<file path="src/hdl/wpvs_pkg.sv">
// Shared types and constants for the WAV PCM16 mono volume stream block.
// No dependencies; used by every module under hdl/.
package wpvs_pkg;

  // Header layout
  localparam int unsigned HEADER_BYTES = 44;
  localparam logic [5:0] HEADER_LAST = 6'(HEADER_BYTES - 1);
  localparam logic [5:0] POS_RIFF_END = 6'd4;
  localparam logic [5:0] POS_WAVE = 6'd8;
  localparam logic [5:0] POS_WAVE_END = 6'd12;
  localparam logic [5:0] POS_CH_LO = 6'd22;
  localparam logic [5:0] POS_CH_HI = 6'd23;
  localparam logic [5:0] POS_RATE_B0 = 6'd24;
  localparam logic [5:0] POS_RATE_B1 = 6'd25;
  localparam logic [5:0] POS_RATE_B2 = 6'd26;
  localparam logic [5:0] POS_RATE_B3 = 6'd27;
  localparam logic [5:0] POS_DEPTH_LO = 6'd34;
  localparam logic [5:0] POS_DEPTH_HI = 6'd35;

  localparam logic [7:0] RIFF_TAG [4] = '{8'h52, 8'h49, 8'h46, 8'h46};
  localparam logic [7:0] WAVE_TAG [4] = '{8'h57, 8'h41, 8'h56, 8'h45};

  localparam logic [15:0] REQUIRED_DEPTH = 16'd16;
  localparam logic [15:0] CH_MONO = 16'd1;
  localparam logic [15:0] CH_STEREO = 16'd2;

  // x / 100 == (x >> 2) / 25; divide by 25 through a reciprocal,
  // exact for dividends below 2^22.
  localparam logic [21:0] RECIP_25 = 22'd2684355;
  localparam int unsigned RECIP_SHIFT = 26;

  localparam logic [17:0] SAMPLE_MAX_MAG = 18'd32767;
  localparam logic [17:0] SAMPLE_MIN_MAG = 18'd32768;
  localparam logic [15:0] SAMPLE_MAX = 16'h7FFF;
  localparam logic [15:0] SAMPLE_MIN = 16'h8000;

  // Configuration register indexes and reset values
  localparam logic [1:0] CFG_VOLUME = 2'd0;
  localparam logic [1:0] CFG_FLOOR = 2'd1;
  localparam logic [1:0] CFG_CEILING = 2'd2;
  localparam logic [7:0] VOLUME_RESET = 8'd50;
  localparam logic [7:0] FLOOR_RESET = 8'd0;
  localparam logic [7:0] CEILING_RESET = 8'd100;

  typedef enum logic [1:0] {
    KIND_SAMPLE = 2'd0,
    KIND_HEADER = 2'd1,
    KIND_END    = 2'd2
  } kind_t;

  typedef enum logic [2:0] {
    ST_OK           = 3'd0,
    ST_BAD_MAGIC    = 3'd1,
    ST_NOT_16BIT    = 3'd2,
    ST_BAD_CHANNELS = 3'd3,
    ST_SHORT        = 3'd4
  } status_t;

  // Parser -> gain stage. prim: a sample or verdict beat is pending;
  // endm: an end marker beat follows it.
  typedef struct packed {
    logic               prim;
    logic               endm;
    kind_t              kind;
    status_t            status;
    logic [15:0]        ch;
    logic [31:0]        rate;
    logic signed [16:0] mixed;
  } parse_rec_t;

  // Gain stage -> output stage: magnitude product and its sign.
  typedef struct packed {
    logic        prim;
    logic        endm;
    kind_t       kind;
    status_t     status;
    logic [15:0] ch;
    logic [31:0] rate;
    logic        neg;
    logic [23:0] prod;
  } gain_rec_t;

endpackage

</file>
<file path="src/hdl/wpvs_parse.sv">
// Header parser and frame assembler: parse state plus the first pipeline register.
// Depends on wpvs_pkg.
module wpvs_parse (
  input  logic                  clk,
  input  logic                  rst,
  input  logic                  in_valid,
  output logic                  in_stall,
  input  logic [7:0]            file_byte,
  input  logic                  end_of_file,
  input  logic                  down_ready,
  output wpvs_pkg::parse_rec_t  rec
);

  typedef enum logic [1:0] {
    PH_HEADER,
    PH_DATA,
    PH_REJECT
  } phase_t;

  phase_t      phase, phase_next;
  logic [5:0]  hdr_pos, hdr_pos_next;
  logic        magic_ok, magic_ok_next;
  logic [15:0] channels, channels_next;
  logic [31:0] rate, rate_next;
  logic [15:0] depth, depth_next;
  logic [1:0]  frame_pos, frame_pos_next;
  logic [7:0]  partial, partial_next;
  logic [15:0] left, left_next;

  logic                 ready;
  logic                 accept;
  logic                 prim;
  wpvs_pkg::kind_t      kind;
  wpvs_pkg::status_t    status;
  wpvs_pkg::status_t    verdict;
  logic signed [16:0]   mixed;
  logic signed [16:0]   word_ext;
  logic signed [16:0]   pair_sum;
  logic signed [16:0]   pair_adj;
  wpvs_pkg::parse_rec_t rec_new;

  assign ready    = !(rec.prim || rec.endm) || down_ready;
  assign in_stall = !ready;
  assign accept   = in_valid && ready;

  assign word_ext = {file_byte[7], file_byte, partial};
  assign pair_sum = {left[15], left} + word_ext;
  // divide by two, truncating toward zero
  assign pair_adj = pair_sum + 17'(pair_sum[16]);

  always_comb begin
    if (!magic_ok_next) begin
      verdict = wpvs_pkg::ST_BAD_MAGIC;
    end else if (depth_next != wpvs_pkg::REQUIRED_DEPTH) begin
      verdict = wpvs_pkg::ST_NOT_16BIT;
    end else if (channels_next != wpvs_pkg::CH_MONO &&
                 channels_next != wpvs_pkg::CH_STEREO) begin
      verdict = wpvs_pkg::ST_BAD_CHANNELS;
    end else begin
      verdict = wpvs_pkg::ST_OK;
    end
  end

  always_comb begin
    phase_next     = phase;
    hdr_pos_next   = hdr_pos;
    magic_ok_next  = magic_ok;
    channels_next  = channels;
    rate_next      = rate;
    depth_next     = depth;
    frame_pos_next = frame_pos;
    partial_next   = partial;
    left_next      = left;
    prim           = 1'b0;
    kind           = wpvs_pkg::KIND_SAMPLE;
    status         = wpvs_pkg::ST_OK;
    mixed          = '0;

    case (phase)
      PH_HEADER: begin
        if (hdr_pos < wpvs_pkg::POS_RIFF_END &&
            file_byte != wpvs_pkg::RIFF_TAG[hdr_pos[1:0]]) begin
          magic_ok_next = 1'b0;
        end
        if (hdr_pos >= wpvs_pkg::POS_WAVE && hdr_pos < wpvs_pkg::POS_WAVE_END &&
            file_byte != wpvs_pkg::WAVE_TAG[hdr_pos[1:0]]) begin
          magic_ok_next = 1'b0;
        end
        if (hdr_pos == wpvs_pkg::POS_CH_LO)    channels_next[7:0]  = file_byte;
        if (hdr_pos == wpvs_pkg::POS_CH_HI)    channels_next[15:8] = file_byte;
        if (hdr_pos == wpvs_pkg::POS_RATE_B0)  rate_next[7:0]      = file_byte;
        if (hdr_pos == wpvs_pkg::POS_RATE_B1)  rate_next[15:8]     = file_byte;
        if (hdr_pos == wpvs_pkg::POS_RATE_B2)  rate_next[23:16]    = file_byte;
        if (hdr_pos == wpvs_pkg::POS_RATE_B3)  rate_next[31:24]    = file_byte;
        if (hdr_pos == wpvs_pkg::POS_DEPTH_LO) depth_next[7:0]     = file_byte;
        if (hdr_pos == wpvs_pkg::POS_DEPTH_HI) depth_next[15:8]    = file_byte;
        hdr_pos_next = hdr_pos + 6'd1;
        if (hdr_pos == wpvs_pkg::HEADER_LAST) begin
          prim   = 1'b1;
          kind   = wpvs_pkg::KIND_HEADER;
          status = verdict;
          phase_next = (verdict == wpvs_pkg::ST_OK) ? PH_DATA : PH_REJECT;
        end else if (end_of_file) begin
          prim   = 1'b1;
          kind   = wpvs_pkg::KIND_HEADER;
          status = wpvs_pkg::ST_SHORT;
        end
      end
      PH_DATA: begin
        if (!frame_pos[0]) begin
          partial_next   = file_byte;
          frame_pos_next = frame_pos + 2'd1;
        end else if (channels == wpvs_pkg::CH_MONO) begin
          prim           = 1'b1;
          mixed          = word_ext;
          frame_pos_next = 2'd0;
        end else if (!frame_pos[1]) begin
          left_next      = word_ext[15:0];
          frame_pos_next = 2'd2;
        end else begin
          prim           = 1'b1;
          mixed          = pair_adj >>> 1;
          frame_pos_next = 2'd0;
        end
      end
      default: begin
      end
    endcase

    rec_new.prim   = prim;
    rec_new.endm   = end_of_file;
    rec_new.kind   = kind;
    rec_new.status = status;
    rec_new.ch     = (kind == wpvs_pkg::KIND_HEADER) ? channels_next : 16'd0;
    rec_new.rate   = (kind == wpvs_pkg::KIND_HEADER) ? rate_next : 32'd0;
    rec_new.mixed  = mixed;
  end

  always_ff @(posedge clk) begin
    if (rst || (accept && end_of_file)) begin
      phase     <= PH_HEADER;
      hdr_pos   <= '0;
      magic_ok  <= 1'b1;
      channels  <= '0;
      rate      <= '0;
      depth     <= '0;
      frame_pos <= '0;
      partial   <= '0;
      left      <= '0;
    end else if (accept) begin
      phase     <= phase_next;
      hdr_pos   <= hdr_pos_next;
      magic_ok  <= magic_ok_next;
      channels  <= channels_next;
      rate      <= rate_next;
      depth     <= depth_next;
      frame_pos <= frame_pos_next;
      partial   <= partial_next;
      left      <= left_next;
    end
  end

  always_ff @(posedge clk) begin
    if (rst) begin
      rec.prim <= 1'b0;
      rec.endm <= 1'b0;
    end else if (ready) begin
      if (accept && (prim || end_of_file)) begin
        rec <= rec_new;
      end else begin
        rec.prim <= 1'b0;
        rec.endm <= 1'b0;
      end
    end
  end

endmodule

</file>
<file path="src/hdl/wpvs_gain.sv">
// Gain stage: clamps the volume and multiplies the sample magnitude by it.
// Depends on wpvs_pkg.
module wpvs_gain (
  input  logic                  clk,
  input  logic                  rst,
  input  logic [7:0]            volume_percent,
  input  logic [7:0]            volume_floor,
  input  logic [7:0]            volume_ceiling,
  input  wpvs_pkg::parse_rec_t  rec_in,
  output logic                  ready,
  input  logic                  down_ready,
  output wpvs_pkg::gain_rec_t   rec
);

  logic [7:0]  vol_lo;
  logic [7:0]  gain;
  logic [15:0] mag;

  // floor first, then the ceiling wins
  assign vol_lo = (volume_percent < volume_floor) ? volume_floor : volume_percent;
  assign gain   = (vol_lo > volume_ceiling) ? volume_ceiling : vol_lo;
  assign mag    = rec_in.mixed[16] ? 16'(-rec_in.mixed) : rec_in.mixed[15:0];
  assign ready  = !(rec.prim || rec.endm) || down_ready;

  always_ff @(posedge clk) begin
    if (rst) begin
      rec.prim <= 1'b0;
      rec.endm <= 1'b0;
    end else if (ready) begin
      rec.prim   <= rec_in.prim;
      rec.endm   <= rec_in.endm;
      rec.kind   <= rec_in.kind;
      rec.status <= rec_in.status;
      rec.ch     <= rec_in.ch;
      rec.rate   <= rec_in.rate;
      rec.neg    <= rec_in.mixed[16];
      rec.prod   <= 24'(mag) * 24'(gain);
    end
  end

endmodule

</file>
<file path="src/hdl/wpvs_emit.sv">
// Output stage: divide by 100, saturate, and present one or two beats per record.
// Depends on wpvs_pkg.
module wpvs_emit (
  input  logic                 clk,
  input  logic                 rst,
  input  wpvs_pkg::gain_rec_t  rec_in,
  output logic                 ready,
  output logic                 out_valid,
  input  logic                 out_stall,
  output logic [1:0]           record_kind,
  output logic signed [15:0]   sample_out,
  output logic [2:0]           header_status,
  output logic [15:0]          channel_count,
  output logic [31:0]          rate_hz,
  output logic                 last_of_run
);

  logic                prim;
  logic                endm;
  wpvs_pkg::kind_t     kind;
  wpvs_pkg::status_t   status;
  logic [15:0]         ch;
  logic [31:0]         rate;
  logic [15:0]         sample;

  logic [43:0] quot_full;
  logic [17:0] quot;
  logic [15:0] sample_new;

  assign quot_full = 44'(rec_in.prod[23:2]) * 44'(wpvs_pkg::RECIP_25);
  assign quot      = quot_full[wpvs_pkg::RECIP_SHIFT +: 18];

  always_comb begin
    if (rec_in.neg) begin
      sample_new = (quot >= wpvs_pkg::SAMPLE_MIN_MAG) ? wpvs_pkg::SAMPLE_MIN
                                                      : 16'd0 - quot[15:0];
    end else begin
      sample_new = (quot > wpvs_pkg::SAMPLE_MAX_MAG) ? wpvs_pkg::SAMPLE_MAX
                                                     : quot[15:0];
    end
  end

  // record done once its last beat goes out
  assign out_valid = prim || endm;
  assign ready     = !out_valid || (!out_stall && !(prim && endm));

  always_ff @(posedge clk) begin
    if (rst) begin
      prim <= 1'b0;
      endm <= 1'b0;
    end else if (ready) begin
      prim   <= rec_in.prim;
      endm   <= rec_in.endm;
      kind   <= rec_in.kind;
      status <= rec_in.status;
      ch     <= rec_in.ch;
      rate   <= rec_in.rate;
      sample <= sample_new;
    end else if (!out_stall) begin
      prim <= 1'b0;
    end
  end

  assign record_kind   = prim ? kind : wpvs_pkg::KIND_END;
  assign sample_out    = prim ? sample : 16'sd0;
  assign header_status = prim ? status : wpvs_pkg::ST_OK;
  assign channel_count = prim ? ch : 16'd0;
  assign rate_hz       = prim ? rate : 32'd0;
  assign last_of_run   = !(prim && endm);

endmodule

</file>
<file path="src/hdl/wav_pcm16_mono_volume_stream_core.sv">
// WAV PCM16 mono volume stream: parses the 44-byte header, downmixes and scales samples.
// An accepted byte's result passes the parse, gain and output registers before its first beat.
// Throughput: one byte per cycle while the output is not stalled; an end byte that also yields a sample or a verdict
// needs two output beats, the output register being the limit.
// Reset (rst, synchronous): header parse rearmed, pipeline empty, volume 50/0/100.
// Depends on wpvs_pkg, wpvs_parse, wpvs_gain, wpvs_emit.
module wav_pcm16_mono_volume_stream_core (
  input  logic               clk,
  input  logic               rst,
  // configuration writes
  input  logic               cfg_write_en,
  input  logic [1:0]         cfg_index,
  input  logic [7:0]         cfg_data,
  // byte input
  input  logic               in_valid,
  output logic               in_stall,
  input  logic [7:0]         file_byte,
  input  logic               end_of_file,
  // result output
  output logic               out_valid,
  input  logic               out_stall,
  output logic [1:0]         record_kind,
  output logic signed [15:0] sample_out,
  output logic [2:0]         header_status,
  output logic [15:0]        channel_count,
  output logic [31:0]        rate_hz,
  output logic               last_of_run
);

  // Volume registers. The user must write them only while the stream is idle, so the gain
  // stage may read them directly; the block itself does not enforce this.
  logic [7:0] volume_percent;
  logic [7:0] volume_floor;
  logic [7:0] volume_ceiling;

  always_ff @(posedge clk) begin
    if (rst) begin
      volume_percent <= wpvs_pkg::VOLUME_RESET;
      volume_floor   <= wpvs_pkg::FLOOR_RESET;
      volume_ceiling <= wpvs_pkg::CEILING_RESET;
    end else if (cfg_write_en) begin
      case (cfg_index)
        wpvs_pkg::CFG_VOLUME:  volume_percent <= cfg_data;
        wpvs_pkg::CFG_FLOOR:   volume_floor   <= cfg_data;
        wpvs_pkg::CFG_CEILING: volume_ceiling <= cfg_data;
        default: begin
        end
      endcase
    end
  end

  // Pipeline: parse -> gain multiply -> divide/saturate + output register.
  // Each stage loads when it is empty or its content moves on, so bubbles
  // squeeze out and a new byte enters while a result beat waits.
  wpvs_pkg::parse_rec_t parse_rec;
  wpvs_pkg::gain_rec_t  gain_rec;
  logic                 gain_ready;
  logic                 emit_ready;

  wpvs_parse u_parse (
    .clk         (clk),
    .rst         (rst),
    .in_valid    (in_valid),
    .in_stall    (in_stall),
    .file_byte   (file_byte),
    .end_of_file (end_of_file),
    .down_ready  (gain_ready),
    .rec         (parse_rec)
  );

  wpvs_gain u_gain (
    .clk            (clk),
    .rst            (rst),
    .volume_percent (volume_percent),
    .volume_floor   (volume_floor),
    .volume_ceiling (volume_ceiling),
    .rec_in         (parse_rec),
    .ready          (gain_ready),
    .down_ready     (emit_ready),
    .rec            (gain_rec)
  );

  // A record holds a sample or verdict beat, an end-marker beat, or both;
  // the end marker always goes last, and last_of_run is low only on the first of two beats.
  wpvs_emit u_emit (
    .clk           (clk),
    .rst           (rst),
    .rec_in        (gain_rec),
    .ready         (emit_ready),
    .out_valid     (out_valid),
    .out_stall     (out_stall),
    .record_kind   (record_kind),
    .sample_out    (sample_out),
    .header_status (header_status),
    .channel_count (channel_count),
    .rate_hz       (rate_hz),
    .last_of_run   (last_of_run)
  );

endmodule
</file>
<file path="config.mk">
export PLATFORM = sky130hd
export DESIGN_NAME = wav_pcm16_mono_volume_stream_core
export DESIGN_NICKNAME = d
export VERILOG_FILES = /design/src/hdl/wpvs_pkg.sv /design/src/hdl/wpvs_parse.sv /design/src/hdl/wpvs_gain.sv /design/src/hdl/wpvs_emit.sv /design/src/hdl/wav_pcm16_mono_volume_stream_core.sv
export SDC_FILE = /design/constraint.sdc
export NUM_CORES = 1
export LEC_CHECK = 0
export CAP_MARGIN = 30
export CORE_MARGIN = 1.5
export CORE_UTILIZATION = 40
export CTS_BUF_LIST = sky130_fd_sc_hd__clkbuf_4 sky130_fd_sc_hd__clkbuf_8 sky130_fd_sc_hd__clkbuf_16
export DETAILED_ROUTE_END_ITERATION = 8
export DONT_BUFFER_PORTS = 1
export SETUP_SLACK_MARGIN = 0.3
export SYNTH_ARGS = -nofsm -noshare
export SYNTH_HDL_FRONTEND = slang
export SYNTH_SLANG_ARGS = --single-unit
</file>
<file path="constraint.sdc">
create_clock -name clk -period 22.8 [get_ports clk]
set_clock_uncertainty 0.15 [all_clocks]
set_input_delay 2.28 -clock clk [delete_from_list [all_inputs] [get_ports clk]]
set_output_delay 2.28 -clock clk [all_outputs]
set_load 0.05 [all_outputs]
</file>
Yosys cells after proc, flatten, opt, wreduce, memory -nomap -nowiden
Index checks and enable logic that the tools add are counted.
{"block": "word_totals", "register_bits": 346, "input_bits": 24, "out_inout_bits": 72, "word_cells": 167}
{"block": "classes", "add_sub_neg": 6, "n_mul": 2, "order_cmp": 8, "eq_ne": 20, "n_mux": 54, "bitwise_logic": 5, "reduce_logical": 38}
{"operator": "two-way mux 16 bit", "n": 8}
{"operator": "two-way mux 8 bit", "n": 14}
{"operator": "two-way mux 32 bit", "n": 2}
{"operator": "multiplier 22 x 22 -> 44 bit, second input constant", "n": 1}
{"operator": "equality test 6 x 5 -> 1 bit, second input constant", "n": 6}
{"operator": "two-way mux 17 bit", "n": 2}
{"operator": "binary-select mux 8 bit (select 2 bit)", "n": 2}
{"operator": "multiplier 16 x 8 -> 24 bit", "n": 1}
{"operator": "equality test 6 bit, second input constant", "n": 3}
{"operator": "greater-or-equal comparator 18 x 16 -> 1 bit, second input constant", "n": 1}
{"operator": "greater-than comparator 18 x 15 -> 1 bit, second input constant", "n": 1}
{"operator": "two-way mux 2 bit", "n": 9}
{"operator": "adder 16 x 16 -> 17 bit", "n": 1}
{"operator": "adder 17 x 1 -> 17 bit", "n": 1}
{"operator": "equality test 16 x 1 -> 1 bit, second input constant", "n": 1}
{"operator": "!= test 16 x 1 -> 1 bit, second input constant", "n": 1}
{"operator": "!= test 16 x 2 -> 1 bit, second input constant", "n": 1}
{"operator": "!= test 16 x 5 -> 1 bit, second input constant", "n": 1}
{"operator": "!= test 8 bit", "n": 2}
{"operator": "negation 16 bit", "n": 1}
{"operator": "AND reduction 2 bit", "n": 8}
{"operator": "subtractor 1 x 16 -> 16 bit, first input constant", "n": 1}
{"operator": "two-way mux 3 bit", "n": 5}
{"operator": "two-way mux 1 bit", "n": 11}
{"operator": "other kinds (21)", "n": 49}

Depth between registers and ports, before layout
Gate-level depths: netlist of run 1.
{"block": "logic_depth", "ltp_word": 12, "ltp_mapped": 45, "ltp_nobuf": 40}

By module
From an unflattened synthesis of run 1, not the netlist that was laid out.
{"block": "hier_totals", "cells_unflattened": 2995, "hier_area_um2": 29716.0}
{"mod": "wpvs_emit", "instances": 1, "cells_per_inst": 1260, "area_per_inst_um2": 12583.3}
{"mod": "wpvs_parse", "instances": 1, "cells_per_inst": 917, "area_per_inst_um2": 8431.8}
{"mod": "wpvs_gain", "instances": 1, "cells_per_inst": 720, "area_per_inst_um2": 7692.4}
{"mod": "wav_pcm16_mono_volume_stream_core", "instances": 1, "cells_per_inst": 98, "area_per_inst_um2": 1008.5}

Least setup slack after synthesis of run 1
OpenSTA, ideal clock, no wires.
{"block": "synth_path", "path_kind": "register to register", "from": "reg volume_floor[1]", "to": "reg u_gain.rec[23] in the netlist's numbering, data pin", "setup_ps": 260, "t_arrival_ps": 9050, "required_ps": 22390, "setup_slack_ps": 13340, "path_stages_with_launch": 44, "n_path_buf": 5, "path_cell_list": "dfxtp_1 > inv_1 > ha_1 > a21o_1 > a21o_1 > a21o_1 > a21o_1 > a21o_1 > a21o_1 > buf_2 > a21o_1 > buf_2 > buf_2 > nand2_1 > o21ai_0 > ha_1 > nor2b_1 > o21a_1 > [8 not listed] > nor3_1 > fa_1 > fa_1 > ha_1 > inv_1 > fa_1 > inv_1 > ha_1 > nor2b_1 > o21ai_0 > a21boi_1 > o21ai_0 > a22oi_1 > a41o_1 > o41ai_1 > o31ai_1 > o41a_1 > xnor2_1"}
{"block": "synth_between", "elab_chain_cells": 5}
{"element": "start, declared", "line": "wav_pcm16_mono_volume_stream_core.sv:33", "source": "logic [7:0] volume_floor;"}
{"element": "start signal, assigned", "line": "wav_pcm16_mono_volume_stream_core.sv:39", "source": "volume_floor <= wpvs_pkg::FLOOR_RESET;"}
{"element": "start signal, assigned", "line": "wav_pcm16_mono_volume_stream_core.sv:44", "source": "wpvs_pkg::CFG_FLOOR: volume_floor <= cfg_data;"}
{"element": "less-than comparator 8 bit", "line": "wpvs_gain.sv:20", "source": "assign vol_lo = (volume_percent < volume_floor) ? volume_floor : volume_percent;"}
{"element": "two-way mux 8 bit (*)", "line": "wpvs_gain.sv:20"}
{"element": "greater-than comparator 8 bit", "line": "wpvs_gain.sv:21", "source": "assign gain = (vol_lo > volume_ceiling) ? volume_ceiling : vol_lo;"}
{"element": "two-way mux 8 bit (*)", "line": "wpvs_gain.sv:21"}
{"element": "multiplier 16 x 8 -> 24 bit (*)", "line": "wpvs_gain.sv:37", "source": "rec.prod <= 24'(mag) * 24'(gain);"}
{"element": "end, declared", "line": "wpvs_gain.sv:12", "source": "output wpvs_pkg::gain_rec_t rec"}
Every way passes the cells marked *; elsewhere a longest branch is shown, timed or not.
A chain may end at the register's enable or synchronous reset.

Worst setup path after layout of run 1
Ends and elaborated chain as after synthesis.

==> key figures, run 1 <==
Run status
  – Status: finished, final reports clean

Final layout
  – Share of layout cells above drive strength 1: 4.94%
  – # fillers: 6757
  – Most common cell after layout, fill and taps aside: inv_1
  – Storage cell area: 8920 um2
  – Layout Nets: 3412
  – Synth-to-Final Area Change: 8.17%
  – Most frequent cells in the layout: 424 x inv_1, 320 x ha_1, 263 x fa_1
  – Multi-input logic area: 17600 um2
  – Inserted Diodes: 0
  – Layout Cells excl Fill: 3775

Logic synthesis
  – Syn Nets: 3452
  – Top cell type by total area after synthesis: edfxtp_1
  – Synth Area in Compound Gates: 8.82%
  – Synthesis Warnings: 0
  – Syn Std Cell Area: 28400 um2
  – Synth Flop Type: edfxtp_1
  – Post-synth top area share: 22.3%
  – Syn Area/Cell: 9.99 um2
  – Dominant cells by area after synthesis: edfxtp_1 22%, fa_1 19%, ha_1 14%
  – Largest family of logic cells by synthesized area: adder cells
  – Post-synthesis adder-cell area fraction: 32.6%
  – Synth Area in Simple Gates: 14.5%
  – Cells after Synth: 2845
  – Post-synthesis mux area share: 3.20%
  – Synthesized flop and latch total: 340
  – Ys async rst share: 0%
  – Sequential-to-total area share from yosys stat: 31.4%
  – Xor-xnor portion of the synthesized cell area: 2.46%
  – EDFF count, synth: 211
  – Netlist cell types: 88

Critical path
  – CP startpoint: volume_floor[1]$_SDFFE_PP0P_
  – CP arrival: 11.00 ns
  – Worst Setup Start Kind: flop
  – Crit-path max FO: 17
  – Crit-path max cell delay: 0.94 ns
  – CP dominant cell by count: a21o_1
  – Reg2reg start: volume_floor[1]$_SDFFE_PP0P_
  – CP Class: flop to flop
  – Worst path slowest cell: a211oi_2
  – Crit end category: flop
  – R2R Setup Slk: 11.95 ns
  – Required @ worst endpoint: 22.95 ns

Detailed routing
  – Via-to-Cell Ratio: 5.24
  – Initial DRC count: 1275
  – Post-DRT Antenna Nets: 0
  – Met2 routed WL: 33500 um
  – Drt wl/cell: 18.1 um
  – Highest Signal Layer: met4
  – Met3 routed WL: 2790 um
  – DRT Wirelength: 68400 um
  – M1 WL: 30800 um
  – Vias post-DR: 19800
  – Drt first pass iters: 5
  – DRC Markers: 0

GRT
  – First-pass GRT wire length: 111000 um
  – Vias in the first global route: 20700
  – Largest net degree at the start of global routing: 76
  – Initial antenna violation count: 0
  – All-Layer GR Usage: 19.0%
  – Grt ovf: 0

Placed design
  – IO buf count: 0
  – Routability Congestion: 0.880
  – Post-placement cell count: 3700
  – Dpl hpwl: 52600 um

Min path
  – Worst Hold Class: flop to flop
  – Hold_sp: u_parse.rec[55]$_SDFFCE_PN0P_

Floorplanning
  – Placeable Area: 70100 um2
  – # rows: 97
  – Die Height: 270 um
  – Io pins: 96
  – Die span in x: 270 um
  – Initial Util: 40.5%
  – DIE AREA: 72700 um2

Clock tree
  – Worst-path clk slew: 0.06 ns
  – PostCTS Resize Cnt: 0
  – # hold bufs at CTS: 0
  – CTS tree: built
  – H-tree depth: 2
  – Clk root buf: clkbuf_16
  – Setup bufs post-CTS: 0
  – Clk Latency, worst-skew pair: 0.57 ns
  – Clock sink total: 340
  – Num CTS Buffers: 39
  – Bufs on Longest Clock Path: 3

STA
  – Max Fclk: 0.0922 GHz
  – Post-route minimum period: 10.85 ns
  – Hold_ws: 0.260 ns
  – Final period util: 47.6%
  – Sum of negative setup slack: 0 ns
  – Final Hold Viols: 0
  – Count of final setup violators: 0
  – Fin. max-slew vios: 0
  – RSZ-0062 raised after global routing: false
  – Max_slew headroom: 26.4%
  – Slew of the pin with the lowest slew margin: 1.10 ns

Job
  – # Max-Cap Violations: 0
## final timing paths
path	to	depth (start not counted)
max	u_gain.rec[23]$_DFFE_PP_	37
min	u_gain.rec[63]$_DFFE_PP_	0
max reg2reg	u_gain.rec[23]$_DFFE_PP_	37
min reg2reg	u_gain.rec[63]$_DFFE_PP_	0
## worst max-delay path: cells and delay by family (launching register included)
family | cells | cell delay [ns]
adder cells (fa/ha/maj) | 7 | 2.99
buffers and inverters | 5 | 0.62
flip-flops | 1 | 0.34
AO/OA/AOI/OAI | 21 | 5.81
AND/OR/NAND/NOR | 3 | 0.54
XOR/XNOR | 1 | 0.13
## per-layer routing
metal	global-route usage [%]	vias to the layer above
met5	0	-
met4	4.60	0
met3	2.43	76
li1	-	9527
met1	24.8	9759
met2	33.3	416
## synthesized netlist by cell type, types with 9 or more instances
cell,number
inv_1,424
ha_1,320
fa_1,263
nand2_1,237
edfxtp_1,211
nor2_1,191
a21oi_1,143
dfxtp_1,129
nor3_1,94
mux2i_1,87
clkbuf_1,83
and2_1,74
o21ai_0,64
xnor2_1,55
nand3_1,48
or3_1,31
nor2b_1,29
a21o_1,26
xor2_1,25
nand2b_1,18
nand4_1,18
nor3b_1,18
o21ai_1,17
a211oi_1,16
nor4_1,14
or2_2,14
buf_1,13
o21a_1,12
o211ai_1,11
or4_1,9
## registers in the layout, indices dropped and copies added, names as in the netlist, named ones only
name,count
u_parse.phase,2
u_parse.channels,16
u_gain.rec,77
u_parse.frame_pos,1
u_emit.ch,16
u_emit.sample,16
u_parse.rate,32
u_emit.status,3
u_parse.rec,70
volume_ceiling,8
u_emit.rate,32
volume_percent,8
u_emit.prim,1
u_emit.kind,1
u_emit.endm,1
u_parse.hdr_pos,6
u_parse.partial,8
u_parse.left,16
u_parse.magic_ok,1
volume_floor,8
u_parse.depth,16
## stage by stage
stage                     worst slack, ns  area (um2)  util (%)
final                               11.95       30800      43.8
after floorplan                     13.34       28400         -
after global routing                11.24       30800      43.8
after detailed placement            12.06       29400      41.9
after CTS                           11.97       30700      43.8
after global placement              12.22       29400      41.9
## layout make-up
cell class / instances / share of cell area [%]
sequential: 340 / 29.0
tap: 940 / 3.82
multi-input combinational: 1975 / 57.1
clock inverter: 20 / 0.537
clock buffer: 51 / 3.64
timing repair buffer: 23 / 0.647
inverter: 426 / 5.20
## logic make-up after synthesis
kind of cell | count (synthesis)
fa+ha+maj | 584
buf+inv | 530
compound gates | 385
xor+xnor | 80
flops | 340
mux | 90
simple gates | 836
Power of run 1 is not shown: default switching activity piles up to over one toggle a cycle in this logic, so the estimate is an artifact.
==> run 2: changes to the inputs <==
clock period = 11.3 ns   (was 22.8 ns; I/O delays follow)
==> run 2 against run 1 <==
Net effect: utilization decreased by 0.10 points; first-iteration DRC count decreased by 9.6%; clock-buffer cell count increased by 3; register-to-register slack got worse by 11 ns; critical endpoint unchanged; highest routed layer unchanged.
==> key figures, run 2 (synthesis gave the netlist of run 1 again) <==
Run status
  – Status: finished, final reports clean (unchanged)

Detailed routing
  – M1 WL: 29800 um (was 30800 um)
  – Via-to-Cell Ratio: 5.23 (was 5.24)
  – Met3 routed WL: 3610 um (was 2790 um)
  – Highest Signal Layer: met4 (unchanged)
  – Post-DRT Antenna Nets: 0 (unchanged)
  – Initial DRC count: 1153 (was 1275)
  – DRT Wirelength: 67300 um (was 68400 um)
  – DRC Markers: 0 (unchanged)
  – Drt first pass iters: 5 (unchanged)
  – Vias post-DR: 19800 (about the same)
  – Drt wl/cell: 17.8 um (was 18.1 um)
  – Met2 routed WL: 32300 um (was 33500 um)

Critical path
  – Bufs and invs on worst path: 6 (was 5)
  – Largest delay share family, worst path: compound AO/OA/AOI/OAI gates (unchanged)
  – CP Class: flop to flop (unchanged)
  – R2R Setup Slk: 1.08 ns (was 11.95 ns)
  – Crit-path max cell delay: 0.54 ns (was 0.94 ns)
  – Reg2reg start: volume_floor[1]$_SDFFE_PP0P_ (unchanged)
  – CP dominant cell by count: a21o_1 (unchanged)
  – Crit end category: flop (unchanged)
  – Worst Setup Start Kind: flop (unchanged)
  – Worst path slowest cell: o31ai_2 (was a211oi_2)
  – RR Endpoint: u_gain.rec[23]$_DFFE_PP_ (unchanged)
  – R2r worst-path depth: 38 (was 37)
  – Crit-path max FO: 17 (unchanged)
  – CP arrival: 10.35 ns (was 11.00 ns)
  – Required @ worst endpoint: 11.43 ns (was 22.95 ns)

Clock tree
  – Setup bufs post-CTS: 0 (unchanged)
  – CTS tree: built (unchanged)
  – Num CTS Buffers: 39 (unchanged)
  – Clk root buf: clkbuf_16 (unchanged)
  – # hold bufs at CTS: 0 (unchanged)
  – Bufs on Longest Clock Path: 3 (unchanged)
  – Worst-path clk slew: 0.06 ns (about the same)
  – Clock sink total: 340 (unchanged)
  – Clk Latency, worst-skew pair: 0.56 ns (was 0.57 ns)
  – H-tree depth: 2 (unchanged)
  – PostCTS Resize Cnt: 0 (unchanged)

Final layout
  – Most common cell after layout, fill and taps aside: inv_1 (unchanged)
  – Layout Cells excl Fill: 3775 (unchanged)
  – Most frequent cells in the layout: 424 x inv_1, 320 x ha_1, 263 x fa_1 (unchanged)
  – Layout Nets: 3412 (unchanged)
  – Largest register by flop count: u_gain.rec (unchanged)
  – Share of layout cells above drive strength 1: 4.87% (was 4.94%)
  – Inserted Diodes: 0 (unchanged)
  – Biggest regs: u_gain.rec: 77 flops, u_parse.rec: 70 flops (unchanged)
  – Post-route cell area: 30700 um2 (was 30800 um2)
  – Synth-to-Final Area Change: 7.92% (was 8.17%)
  – Max FFs per register: 77 (unchanged)

STA
  – RSZ-0062 raised after global routing: false (unchanged)
  – Final period util: 90.5% (was 47.6%)
  – Slew of the pin with the lowest slew margin: 0.999 ns (was 1.10 ns)
  – Max_slew headroom: 33.1% (was 26.4%)
  – Final WS setup: 1.08 ns (was 11.95 ns)
  – Post-route minimum period: 10.22 ns (was 10.85 ns)
  – Sum of negative setup slack: 0 ns (unchanged)
  – Max Fclk: 0.0978 GHz (was 0.0922 GHz)
  – Fin. max-slew vios: 0 (unchanged)
  – Final Hold Viols: 0 (unchanged)
  – Count of final setup violators: 0 (unchanged)

GRT
  – Largest net degree at the start of global routing: 75 (was 76)
  – Grt ovf: 0 (unchanged)
  – All-Layer GR Usage: 18.8% (was 19.0%)
  – Vias in the first global route: 20700 (about the same)
  – Initial antenna violation count: 1 (was 0)
  – First-pass GRT wire length: 110000 um (was 111000 um)

Min path
  – Hold_sp: u_gain.rec[72]$_DFFE_PP_ (was u_parse.rec[55]$_SDFFCE_PN0P_)
  – Hold Crit Endpoint: u_emit.ch[15]$_DFFE_PP_ (was u_gain.rec[63]$_DFFE_PP_)
  – Worst Hold Class: flop to flop (unchanged)
  – WHS Path Cells: 0 (unchanged)

Floorplanning
  – Die span in x: 270 um (unchanged)
  – DIE AREA: 72700 um2 (unchanged)
  – Die Height: 270 um (unchanged)
  – # rows: 97 (unchanged)
  – Io pins: 96 (unchanged)
  – Placeable Area: 70100 um2 (unchanged)
  – Initial Util: 40.5% (unchanged)

Placed design
  – Post-placement cell count: 3703 (was 3700)
  – Placed instance area: 29400 um2 (about the same)
  – Dpl ws: 0.911 ns (was 12.06 ns)
  – IO buf count: 0 (unchanged)
  – Dpl hpwl: 52400 um (was 52600 um)
  – Routability Congestion: 0.895 (was 0.880)

Job
  – # Max-Cap Violations: 0 (unchanged)
run 2: changes by cell type in the layout (fill, tap and decap cells not counted), moves of 2 or more:
cell and change:
clkinv_1 +3, clkinvlp_4 -4, clkinv_4 -2, clkbuf_4 +4, clkbuf_16 -2
run 2: how the worst max path moves through the flow:
stage,startpoint,end,cells after the start
global placement,volume_floor[1]$_SDFFE_PP0P_,u_gain.rec[23]$_DFFE_PP_,38
global route,volume_floor[1]$_SDFFE_PP0P_,u_gain.rec[20]$_DFFE_PP_,38
CTS,volume_floor[1]$_SDFFE_PP0P_,u_gain.rec[23]$_DFFE_PP_,38
detailed placement,volume_floor[1]$_SDFFE_PP0P_,u_gain.rec[23]$_DFFE_PP_,38
floorplan,volume_floor[1]$_SDFFE_PP0P_,u_gain.rec[23]$_DFFE_PP_,43
finish,volume_floor[1]$_SDFFE_PP0P_,u_gain.rec[23]$_DFFE_PP_,38
run 2: metrics by stage:
stage          util [%]  hold slack [ns]
6_report           43.7            0.258
2_1_floorplan         -            0.250
5_1_grt            43.7            0.267
4_1_cts            43.7            0.256
3_5_place_dp       41.9            0.255
3_3_place_gp       41.9            0.252
run 2: worst reg2reg max path: cells and delay by family (launching register included):
family / cells / cell delay [ns]
AOI/OAI and AO/OA: 20 / 4.51
xor gates and xnor gates: 1 / 0.13
adders and majority gates: 7 / 2.93
buffers and inverters: 6 / 0.87
DFF: 1 / 0.34
and+or+nand+nor: 4 / 1.03
run 2: layout make-up:
| type | instances | area [um2] |
|---|---|---|
| Timing Repair Buffer | 23 | 193 |
| Fill cell | 6782 | 39500 |
| Clock inverter | 17 | 106 |
| Tap cell | 940 | 1180 |
| Sequential cell | 340 | 8920 |
| Inverter | 426 | 1600 |
| Multi-Input combinational cell | 1975 | 17600 |
| Clock buffer | 54 | 1110 |
run 2: routing by layer:
| metal | up-vias | global-route usage, % |
|---|---|---|
| met1 | 9738 | 24.1 |
| met2 | 403 | 32.3 |
| met4 | 0 | 5.00 |
| met5 | - | 0 |
| met3 | 100 | 3.60 |
| li1 | 9520 | - |
Power of run 2 is left out for the same reason.
